--- src/design/csfp_pkg.sv ---
// Shared types and constants for the clock synthesizer frequency planner.
`default_nettype none
package csfp_pkg;

   localparam int DivDividendW = 46;
   localparam int DivDivisorW  = 28;
   localparam int DivStepsW    = 6;

   localparam logic [29:0] VCO_TARGET = 30'd900000000;
   localparam logic [19:0] FRAC_DEN   = 20'hFFFFF;
   localparam logic [29:0] MAX_DIV    = 30'd300;
   localparam logic [29:0] MIN_DIV    = 30'd6;
   localparam logic [17:0] PLL_OFFSET = 18'd512;
   localparam logic [15:0] MS_OFFSET  = 16'd512;
   localparam logic [7:0]  CTRL_ON    = 8'h4C;
   localparam logic [7:0]  CTRL_OFF   = 8'h80;
   localparam logic [25:0] XTAL_RESET = 26'd25000000;

   localparam logic [DivStepsW-1:0] STEPS_VCO  = 6'd30;
   localparam logic [DivStepsW-1:0] STEPS_MULT = 6'd30;
   localparam logic [DivStepsW-1:0] STEPS_NUM  = 6'd46;
   localparam logic [DivStepsW-1:0] STEPS_FRAC = 6'd27;

   localparam logic CSR_XTAL  = 1'b0;
   localparam logic CSR_DRIVE = 1'b1;

   typedef struct packed {
      logic                 start;
      logic [DivStepsW-1:0] steps;
   } div_ctrl_type;

endpackage
`default_nettype wire

--- src/design/clock_synth_frequency_planner.sv ---
// Top level: request sequencer, shared serial divider and multiplier, result register.
// A new target frequency is planned with four serial divisions through one shared
// restoring divider (30, 30, 46 and 27 steps), a 9-step serial multiply and up to
// 22 halving steps. An unchanged or zero request goes straight to the finish
// state, a target too high for the minimum divider stops after the first
// division, and a zero crystal register skips the three ratio divisions. The
// divider is the limiting unit. One request is worked at a time; the next is taken
// while the previous result waits on rsp_.
`default_nettype none
module clock_synth_frequency_planner (
   input  wire logic        clock,
   input  wire logic        reset,
   input  wire logic        req_valid,
   output logic             req_stall,
   input  wire logic [27:0] req_target_freq,
   output logic             rsp_valid,
   input  wire logic        rsp_stall,
   output logic             rsp_freq_changed,
   output logic             rsp_out_enabled,
   output logic             rsp_pll_written,
   output logic [17:0]      rsp_pll_p1,
   output logic [19:0]      rsp_pll_p2,
   output logic             rsp_ms_written,
   output logic [15:0]      rsp_ms_p1,
   output logic [4:0]       rsp_r_div,
   output logic             rsp_ctrl_written,
   output logic [7:0]       rsp_ctrl_byte,
   input  wire logic        csr_write_enable,
   input  wire logic        csr_index,
   input  wire logic [25:0] csr_write_data
);
   typedef enum logic [8:0] {
      ST_IDLE   = 9'b000000001,
      ST_DIV0   = 9'b000000010,
      ST_HALVE  = 9'b000000100,
      ST_MUL    = 9'b000001000,
      ST_DIV1   = 9'b000010000,
      ST_DIV2   = 9'b000100000,
      ST_DIV3   = 9'b001000000,
      ST_MSCHK  = 9'b010000000,
      ST_FINISH = 9'b100000000
   } state_type;

   state_type state_ff;

   logic [25:0] xtal_ff;
   logic [1:0]  drive_ff;
   logic [27:0] last_freq_ff;
   logic [8:0]  last_div_ff;
   logic [4:0]  last_r_ff;

   logic [27:0] freq_ff;
   logic [29:0] work_div_ff;
   logic [29:0] fsh_ff;
   logic [4:0]  r_ff;
   logic [10:0] mult_lo_ff;

   logic                               div_start_ff;
   logic [csfp_pkg::DivStepsW-1:0]     div_steps_ff;
   logic [csfp_pkg::DivDividendW-1:0]  div_dividend_ff;
   logic [csfp_pkg::DivDivisorW-1:0]   div_divisor_ff;
   csfp_pkg::div_ctrl_type             div_ctrl;
   logic                               div_done;
   logic [csfp_pkg::DivDividendW-1:0]  div_quot;
   logic [csfp_pkg::DivDivisorW-1:0]   div_rem;

   logic        mul_start_ff;
   logic [8:0]  mul_a_ff;
   logic [29:0] mul_b_ff;
   logic        mul_done;
   logic [29:0] mul_prod;

   // result being built
   logic        res_changed_ff, res_enabled_ff, res_pll_w_ff, res_ms_w_ff, res_ctrl_w_ff;
   logic [17:0] res_p1_ff;
   logic [19:0] res_p2_ff;
   logic [15:0] res_ms_p1_ff;
   logic [4:0]  res_r_ff;
   logic [7:0]  res_ctrl_ff;

   // output register
   logic        rsp_valid_ff;
   logic        out_changed_ff, out_enabled_ff, out_pll_w_ff, out_ms_w_ff, out_ctrl_w_ff;
   logic [17:0] out_p1_ff;
   logic [19:0] out_p2_ff;
   logic [15:0] out_ms_p1_ff;
   logic [4:0]  out_r_ff;
   logic [7:0]  out_ctrl_ff;

   logic [45:0] num_dividend;

   assign div_ctrl.start = div_start_ff;
   assign div_ctrl.steps = div_steps_ff;
   // rem * 0xFFFFF as (rem << 20) - rem
   assign num_dividend = {div_rem[25:0], 20'b0} - {20'b0, div_rem[25:0]};

   csfp_serial_div u_div (
      .clock     (clock),
      .reset     (reset),
      .ctrl      (div_ctrl),
      .dividend  (div_dividend_ff),
      .divisor   (div_divisor_ff),
      .done      (div_done),
      .quotient  (div_quot),
      .remainder (div_rem)
   );

   csfp_serial_mul u_mul (
      .clock   (clock),
      .reset   (reset),
      .start   (mul_start_ff),
      .mplier  (mul_a_ff),
      .mcand   (mul_b_ff),
      .done    (mul_done),
      .product (mul_prod)
   );

   always_ff @(posedge clock) begin
      if (reset) begin
         state_ff     <= ST_IDLE;
         xtal_ff      <= csfp_pkg::XTAL_RESET;
         drive_ff     <= '0;
         last_freq_ff <= '0;
         last_div_ff  <= '0;
         last_r_ff    <= '0;
         div_start_ff <= 1'b0;
         mul_start_ff <= 1'b0;
         rsp_valid_ff <= 1'b0;
      end else begin
         div_start_ff <= 1'b0;
         mul_start_ff <= 1'b0;

         if (csr_write_enable) begin
            unique case (csr_index)
               csfp_pkg::CSR_XTAL:  xtal_ff  <= csr_write_data;
               csfp_pkg::CSR_DRIVE: drive_ff <= csr_write_data[1:0];
               default: ;
            endcase
         end

         if (rsp_valid_ff && !rsp_stall)
            rsp_valid_ff <= 1'b0;

         unique case (state_ff)
            ST_IDLE: begin
               if (req_valid) begin
                  freq_ff        <= req_target_freq;
                  res_changed_ff <= 1'b0;
                  res_enabled_ff <= 1'b0;
                  res_pll_w_ff   <= 1'b0;
                  res_p1_ff      <= '0;
                  res_p2_ff      <= '0;
                  res_ms_w_ff    <= 1'b0;
                  res_ms_p1_ff   <= '0;
                  res_r_ff       <= '0;
                  res_ctrl_w_ff  <= 1'b0;
                  res_ctrl_ff    <= '0;
                  if (req_target_freq == last_freq_ff) begin
                     res_enabled_ff <= (last_div_ff != 9'd0);
                     state_ff       <= ST_FINISH;
                  end else begin
                     last_freq_ff   <= req_target_freq;
                     res_changed_ff <= 1'b1;
                     if (req_target_freq == 28'd0) begin
                        last_div_ff   <= '0;
                        res_ctrl_w_ff <= 1'b1;
                        res_ctrl_ff   <= csfp_pkg::CTRL_OFF;
                        state_ff      <= ST_FINISH;
                     end else begin
                        div_start_ff    <= 1'b1;
                        div_steps_ff    <= csfp_pkg::STEPS_VCO;
                        div_dividend_ff <= {16'b0, csfp_pkg::VCO_TARGET};
                        div_divisor_ff  <= req_target_freq;
                        state_ff        <= ST_DIV0;
                     end
                  end
               end
            end
            ST_DIV0: begin
               if (div_done) begin
                  if (div_quot[29:0] < csfp_pkg::MIN_DIV) begin
                     last_div_ff   <= '0;
                     res_ctrl_w_ff <= 1'b1;
                     res_ctrl_ff   <= csfp_pkg::CTRL_OFF;
                     state_ff      <= ST_FINISH;
                  end else begin
                     work_div_ff <= div_quot[29:0];
                     fsh_ff      <= {2'b0, freq_ff};
                     r_ff        <= '0;
                     state_ff    <= ST_HALVE;
                  end
               end
            end
            ST_HALVE: begin
               if (work_div_ff > csfp_pkg::MAX_DIV) begin
                  work_div_ff <= {1'b0, work_div_ff[29:1]};
                  fsh_ff      <= {fsh_ff[28:0], 1'b0};
                  r_ff        <= r_ff + 5'd1;
               end else begin
                  // no halving: force the divider even
                  work_div_ff[0] <= work_div_ff[0] & (r_ff != 5'd0);
                  mul_a_ff       <= {work_div_ff[8:1], work_div_ff[0] & (r_ff != 5'd0)};
                  mul_b_ff       <= fsh_ff;
                  mul_start_ff   <= 1'b1;
                  state_ff       <= ST_MUL;
               end
            end
            ST_MUL: begin
               if (mul_done) begin
                  res_enabled_ff <= 1'b1;
                  if (xtal_ff != 26'd0) begin
                     div_start_ff    <= 1'b1;
                     div_steps_ff    <= csfp_pkg::STEPS_MULT;
                     div_dividend_ff <= {16'b0, mul_prod};
                     div_divisor_ff  <= {2'b0, xtal_ff};
                     state_ff        <= ST_DIV1;
                  end else begin
                     state_ff <= ST_MSCHK;
                  end
               end
            end
            ST_DIV1: begin
               if (div_done) begin
                  mult_lo_ff      <= div_quot[10:0];
                  div_start_ff    <= 1'b1;
                  div_steps_ff    <= csfp_pkg::STEPS_NUM;
                  div_dividend_ff <= num_dividend;
                  div_divisor_ff  <= {2'b0, xtal_ff};
                  state_ff        <= ST_DIV2;
               end
            end
            ST_DIV2: begin
               if (div_done) begin
                  div_start_ff    <= 1'b1;
                  div_steps_ff    <= csfp_pkg::STEPS_FRAC;
                  div_dividend_ff <= {19'b0, div_quot[19:0], 7'b0};
                  div_divisor_ff  <= {8'b0, csfp_pkg::FRAC_DEN};
                  state_ff        <= ST_DIV3;
               end
            end
            ST_DIV3: begin
               if (div_done) begin
                  // quotient is the fraction floor, remainder is P2
                  res_pll_w_ff <= 1'b1;
                  res_p1_ff    <= {mult_lo_ff, 7'b0} + {11'b0, div_quot[6:0]}
                                  - csfp_pkg::PLL_OFFSET;
                  res_p2_ff    <= div_rem[19:0];
                  state_ff     <= ST_MSCHK;
               end
            end
            ST_MSCHK: begin
               if (work_div_ff[8:0] != last_div_ff || r_ff != last_r_ff) begin
                  res_ms_w_ff   <= 1'b1;
                  res_ms_p1_ff  <= {work_div_ff[8:0], 7'b0} - csfp_pkg::MS_OFFSET;
                  res_r_ff      <= r_ff;
                  res_ctrl_w_ff <= 1'b1;
                  res_ctrl_ff   <= csfp_pkg::CTRL_ON | {6'b0, drive_ff};
                  last_div_ff   <= work_div_ff[8:0];
                  last_r_ff     <= r_ff;
               end
               state_ff <= ST_FINISH;
            end
            ST_FINISH: begin
               if (!rsp_valid_ff || !rsp_stall) begin
                  out_changed_ff <= res_changed_ff;
                  out_enabled_ff <= res_enabled_ff;
                  out_pll_w_ff   <= res_pll_w_ff;
                  out_p1_ff      <= res_p1_ff;
                  out_p2_ff      <= res_p2_ff;
                  out_ms_w_ff    <= res_ms_w_ff;
                  out_ms_p1_ff   <= res_ms_p1_ff;
                  out_r_ff       <= res_r_ff;
                  out_ctrl_w_ff  <= res_ctrl_w_ff;
                  out_ctrl_ff    <= res_ctrl_ff;
                  rsp_valid_ff   <= 1'b1;
                  state_ff       <= ST_IDLE;
               end
            end
            default: state_ff <= ST_IDLE;
         endcase
      end
   end

   assign req_stall        = (state_ff != ST_IDLE);
   assign rsp_valid        = rsp_valid_ff;
   assign rsp_freq_changed = out_changed_ff;
   assign rsp_out_enabled  = out_enabled_ff;
   assign rsp_pll_written  = out_pll_w_ff;
   assign rsp_pll_p1       = out_p1_ff;
   assign rsp_pll_p2       = out_p2_ff;
   assign rsp_ms_written   = out_ms_w_ff;
   assign rsp_ms_p1        = out_ms_p1_ff;
   assign rsp_r_div        = out_r_ff;
   assign rsp_ctrl_written = out_ctrl_w_ff;
   assign rsp_ctrl_byte    = out_ctrl_ff;
endmodule
`default_nettype wire

--- src/design/csfp_serial_div.sv ---
// Restoring divider, one quotient bit per cycle.
`default_nettype none
module csfp_serial_div (
   input  wire logic                               clock,
   input  wire logic                               reset,
   input  wire csfp_pkg::div_ctrl_type             ctrl,
   input  wire logic [csfp_pkg::DivDividendW-1:0]  dividend,
   input  wire logic [csfp_pkg::DivDivisorW-1:0]   divisor,
   output logic                                    done,
   output logic [csfp_pkg::DivDividendW-1:0]       quotient,
   output logic [csfp_pkg::DivDivisorW-1:0]        remainder
);
   logic [csfp_pkg::DivDividendW-1:0] dq_ff;
   logic [csfp_pkg::DivDivisorW-1:0]  rem_ff;
   logic [csfp_pkg::DivDivisorW-1:0]  dsr_ff;
   logic [csfp_pkg::DivStepsW-1:0]    cnt_ff;
   logic                              busy_ff;
   logic                              done_ff;
   logic [csfp_pkg::DivDivisorW+1:0]  trial;
   logic [csfp_pkg::DivStepsW-1:0]    align;

   assign align = 6'd46 - ctrl.steps;
   assign trial = {1'b0, rem_ff, dq_ff[csfp_pkg::DivDividendW-1]} - {2'b0, dsr_ff};

   always_ff @(posedge clock) begin
      if (reset) begin
         busy_ff <= 1'b0;
         done_ff <= 1'b0;
         cnt_ff  <= '0;
      end else begin
         done_ff <= 1'b0;
         if (ctrl.start) begin
            // dividend left-aligned so its top bit leads
            dq_ff   <= dividend << align;
            rem_ff  <= '0;
            dsr_ff  <= divisor;
            cnt_ff  <= ctrl.steps;
            busy_ff <= 1'b1;
         end else if (busy_ff) begin
            if (!trial[csfp_pkg::DivDivisorW+1]) begin
               rem_ff <= trial[csfp_pkg::DivDivisorW-1:0];
               dq_ff  <= {dq_ff[csfp_pkg::DivDividendW-2:0], 1'b1};
            end else begin
               rem_ff <= {rem_ff[csfp_pkg::DivDivisorW-2:0],
                          dq_ff[csfp_pkg::DivDividendW-1]};
               dq_ff  <= {dq_ff[csfp_pkg::DivDividendW-2:0], 1'b0};
            end
            cnt_ff <= cnt_ff - 6'd1;
            if (cnt_ff == 6'd1) begin
               busy_ff <= 1'b0;
               done_ff <= 1'b1;
            end
         end
      end
   end

   assign done      = done_ff;
   assign quotient  = dq_ff;
   assign remainder = rem_ff;
endmodule
`default_nettype wire

--- src/design/csfp_serial_mul.sv ---
// Shift-and-add multiplier, one multiplier bit per cycle, product mod 2^30.
`default_nettype none
module csfp_serial_mul (
   input  wire logic        clock,
   input  wire logic        reset,
   input  wire logic        start,
   input  wire logic [8:0]  mplier,
   input  wire logic [29:0] mcand,
   output logic             done,
   output logic [29:0]      product
);
   logic [8:0]  mplier_ff;
   logic [29:0] mcand_ff;
   logic [29:0] acc_ff;
   logic [3:0]  cnt_ff;
   logic        busy_ff;
   logic        done_ff;

   always_ff @(posedge clock) begin
      if (reset) begin
         busy_ff <= 1'b0;
         done_ff <= 1'b0;
         cnt_ff  <= '0;
      end else begin
         done_ff <= 1'b0;
         if (start) begin
            mplier_ff <= mplier;
            mcand_ff  <= mcand;
            acc_ff    <= '0;
            cnt_ff    <= 4'd9;
            busy_ff   <= 1'b1;
         end else if (busy_ff) begin
            if (mplier_ff[0])
               acc_ff <= acc_ff + mcand_ff;
            mplier_ff <= {1'b0, mplier_ff[8:1]};
            mcand_ff  <= {mcand_ff[28:0], 1'b0};
            cnt_ff    <= cnt_ff - 4'd1;
            if (cnt_ff == 4'd1) begin
               busy_ff <= 1'b0;
               done_ff <= 1'b1;
            end
         end
      end
   end

   assign done    = done_ff;
   assign product = acc_ff;
endmodule
`default_nettype wire

--- config.mk ---
export PLATFORM = sky130hd
export DESIGN_NAME = clock_synth_frequency_planner
export DESIGN_NICKNAME = d
export VERILOG_FILES = /design/src/design/csfp_pkg.sv /design/src/design/clock_synth_frequency_planner.sv /design/src/design/csfp_serial_div.sv /design/src/design/csfp_serial_mul.sv
export SDC_FILE = /design/constraint.sdc
export NUM_CORES = 1
export LEC_CHECK = 0
export ABC_CLOCK_PERIOD_IN_PS = 11030
export BUFFER_PORTS_ARGS = -buffer_cell sky130_fd_sc_hd__buf_2
export CORE_MARGIN = 1.5
export CORE_UTILIZATION = 60
export DETAILED_ROUTE_END_ITERATION = 10
export HOLD_SLACK_MARGIN = 0.03
export PLACE_DENSITY = 0.78
export SYNTH_ARGS = -nofsm -noshare
export SYNTH_HDL_FRONTEND = slang
export SYNTH_SLANG_ARGS = --single-unit
export TNS_END_PERCENT = 1
--- constraint.sdc ---
create_clock -name clock -period 11.03 [get_ports clock]
set_clock_uncertainty 0.05 [all_clocks]
set_input_delay 1.103 -clock clock [delete_from_list [all_inputs] [get_ports clock]]
set_output_delay 1.103 -clock clock [all_outputs]
set_load 0.05 [all_outputs]
==> summary.md <==
| Metric | Value |
|---|---|
| Clock transition at path regs | `70 ps` |
| Core Region | `48050 sq um` |
| Dpl hpwl | `51660 um` |
| Data required, critical path | `11340 ps` |
| CTS Root Buffer Type | `clkbuf_16` |
| Tmin final | `4163 ps` |
| CP Class | `reg -> reg` |
| Layout cells sized above 1 | `12.24%` |
| CTS Buf Count | `59` |
| Die X | `224.4 um` |
| DIE AREA | `50340 sq um` |
| Status | `completed` |
| EDFF count, synth | `514` |
| WP data arrival | `4470 ps` |
| Drt pass-1 iters | `5` |
| Area growth from synthesis to layout | `10.59%` |
| Final setup vio count | `0` |
| LEAKAGE | `12.16 nW` |
| Setup TNS | `0 ps` |
| Actual slew at the worst max-slew pin | `1246 ps` |
| Worst hold path depth | `0` |
| Slew Viols, Final | `0` |
| Boundary pin count | `134` |
| Setup slack, reg-to-reg | `6870 ps` |
| Top cell type's share of synthesized area | `52.50%` |
| Max-cap viol count | `0` |
| Synthesized cell area | `29400 sq um` |
| Cts hold-fix bufs | `0` |
| Synth area leaders | `edfxtp_1 52%, dfxtp_1 6.5%, nand2_1 4.7%` |
| Remaining DRCs | `0` |
| Pin count of the biggest net entering global routing | `82` |
| Fill cells | `3533` |
| FF-to-FF End | `u_div.remainder[20]` |
| Post-cts sizing count | `0` |
| Tot GR Track Use | `28.70%` |
| Worst reg2reg path startpoint | `u_div.remainder[2]` |
| Post-route ant nets | `0` |
| First-pass GRT wire length | `110500 um` |
| Crit-path max FO | `33` |
| Largest area contributor in the netlist | `edfxtp_1` |
| Sink Count | `610` |
| Post-Syn Area per Cell | `11.20 sq um` |
| Routed vias | `20.52k` |
| Hold_sp | `div_divisor_ff[17]` |
| CTS tree | `built` |
| Most common library cell in the layout ignoring fill and taps | `edfxtp_1` |
| Buffer depth of the longest clock path | `3` |
| Synth Instances | `2626` |
| Vias in the first global route | `19.63k` |
| Worst vdd ir | `0.1503 mV` |
| Initial antenna violation count | `0` |
| Ys Warns | `0` |
| Register-to-Register Path Depth | `11` |
| Async S/R FF share, synth | `0%` |
| Total Nets Final | `2830` |
| Total Wirelength | `72750 um` |
| Final core occ | `67.68%` |
| Most common flop cell mapped by yosys | `edfxtp_1` |
| H-tree depth | `2` |
| Sequential-to-total area share from yosys stat | `59.03%` |
| RSZ-0062 raised after global routing | `false` |
| Drt initial violations | `1973` |
| #FFs+latches synth | `610` |
| Worst setup SP type | `register` |
| Crit share post-route | `37.75%` |
| Via-to-Cell Ratio | `6.108` |
| Initial Utilization | `61.20%` |
| Setup Fix Bufs, Post-CTS | `0` |
| Total grt overflow | `0` |
| Hold EP | `u_div.dsr_ff[17]` |
| Die Y-Extent | `224.4 um` |
| Hold Violations, Final | `0` |
| PortBufs | `124` |
| Power Density | `213.6 nW/um^2` |
| Slew headroom | `16.62%` |
| Hold Path Class | `reg -> reg` |
| WL per Instance | `21.66 um` |
| F_max | `240.2 MHz` |
| Global placement routability congestion | `0.9259` |
| FP Rows | `80` |
| Worst-skew pair later-pin latency | `640 ps` |
| # diodes | `0` |
| Commonest cells after routing, fill and taps aside | `514 x edfxtp_1, 365 x nand2_1, 253 x nor2_1, 155 x a21oi_1, 123 x buf_2` |
| Critical Path End Type | `register` |
| Distinct cells, synth | `85` |
## cell families (layout without fill, tap and decap cells)
kind of cell	Yosys count	in the layout	synth area share [%]
simple gates	919	919	14.21
flops	610	610	59.03
compound gates	499	499	10.69
buf+inv	236	346	3.251
xor+xnor	152	152	4.528
mux	133	133	4.992
fa+ha+maj	76	76	3.285
other cells	1	9	0.01275
## where the power goes
| group | switching, mW | internal (mW) | total, mW |
|---|---|---|---|
| registers | 0.230 | 2.91 | 3.14 |
| logic | 1.07 | 0.616 | 1.68 |
| clock network | 0.880 | 1.24 | 2.12 |
## registers in the layout, summed over array words and instances, names as in the netlist, 11 cells and up
| signal | cells |
|---|---|
| u_div.quotient | 46 |
| div_dividend_ff | 46 |
| u_mul.mcand_ff | 30 |
| rsp_pll_p1 | 18 |
| u_div.remainder | 28 |
| res_p1_ff | 18 |
| fsh_ff | 30 |
| freq_ff | 28 |
| work_div_ff | 30 |
| last_freq_ff | 28 |
| u_mul.product | 30 |
| u_div.dsr_ff | 28 |
| rsp_pll_p2 | 20 |
| mult_lo_ff | 11 |
| div_divisor_ff | 28 |
| mul_b_ff | 30 |
| xtal_ff | 26 |
| res_p2_ff | 20 |
## per-layer routing
metal / up-vias / global-route usage (%) / wire length (um)
met5: - / 0 / 0
met4: 0 / 14.77 / 3710
met3: 186 / 3.906 / 5131
met2: 899 / 46.13 / 34140
met1: 9826 / 38.44 / 29770
li1: 9607 / - / -
## synth_stat cells, types with 46 or more instances
cell type	number
a21o_1	47
a21oi_1	155
clkbuf_1	114
dfxtp_1	96
edfxtp_1	514
ha_1	74
inv_1	83
mux2_2	49
mux2i_1	78
nand2_1	365
nand3_1	46
nor2_1	259
o21ai_0	120
xnor2_1	81
xor2_1	71
## area by class of cell
cell class	instances	area, sq um	share of cell area, %
clock buffer	77	1615	4.968
clock inverter	34	419.2	1.289
inverter	84	315.3	0.9697
multi-input combinational	1788	11210	34.48
sequential	610	17360	53.39
tap	615	769.5	2.366
timing repair buffer	151	825.8	2.540
## worst max path at each step
stage / cells past startpoint / endpoint / startpoint
finish: 11 / u_div.remainder[20] / u_div.remainder[2]
floorplan: 4 / div_dividend_ff[0] / state_ff[8]
CTS: 11 / u_div.remainder[20] / u_div.remainder[2]
detailed placement: 11 / u_div.remainder[20] / u_div.remainder[2]
global route: 11 / u_div.remainder[8] / u_div.remainder[2]
global placement: 10 / u_div.remainder[6] / u_div.remainder[13]
## metrics by stage
stage | worst slack [ps] | hold slack [ps] | total power [mW] | std cells | instance area (sq um)
final | 6867 | 362.5 | 6.944 | 3359 | 32520
after global routing | 6626 | 371.9 | 7.208 | 3359 | 32520
after CTS | 6924 | 367.0 | 6.931 | 3359 | 32520
after detailed placement | 6946 | 354.5 | 4.825 | 3248 | 30480
after global placement | 7139 | 351.1 | 4.760 | 3248 | 30480
after floorplan | 2606 | 350.3 | 4.354 | 2634 | 29430
## critical path, cell delays in order, from the launching register on
cell      delay (ps)
edfxtp_1         510
ha_1             420
a21o_1           220
a21oi_1          160
o21a_1           230
o21ai_1          150
a31o_2           290
a31oi_1          300
o21ai_1          200
o21ai_4         1000
mux2i_1          290
nor2_1            60
Note: power is estimated with default switching activity, not from simulation.
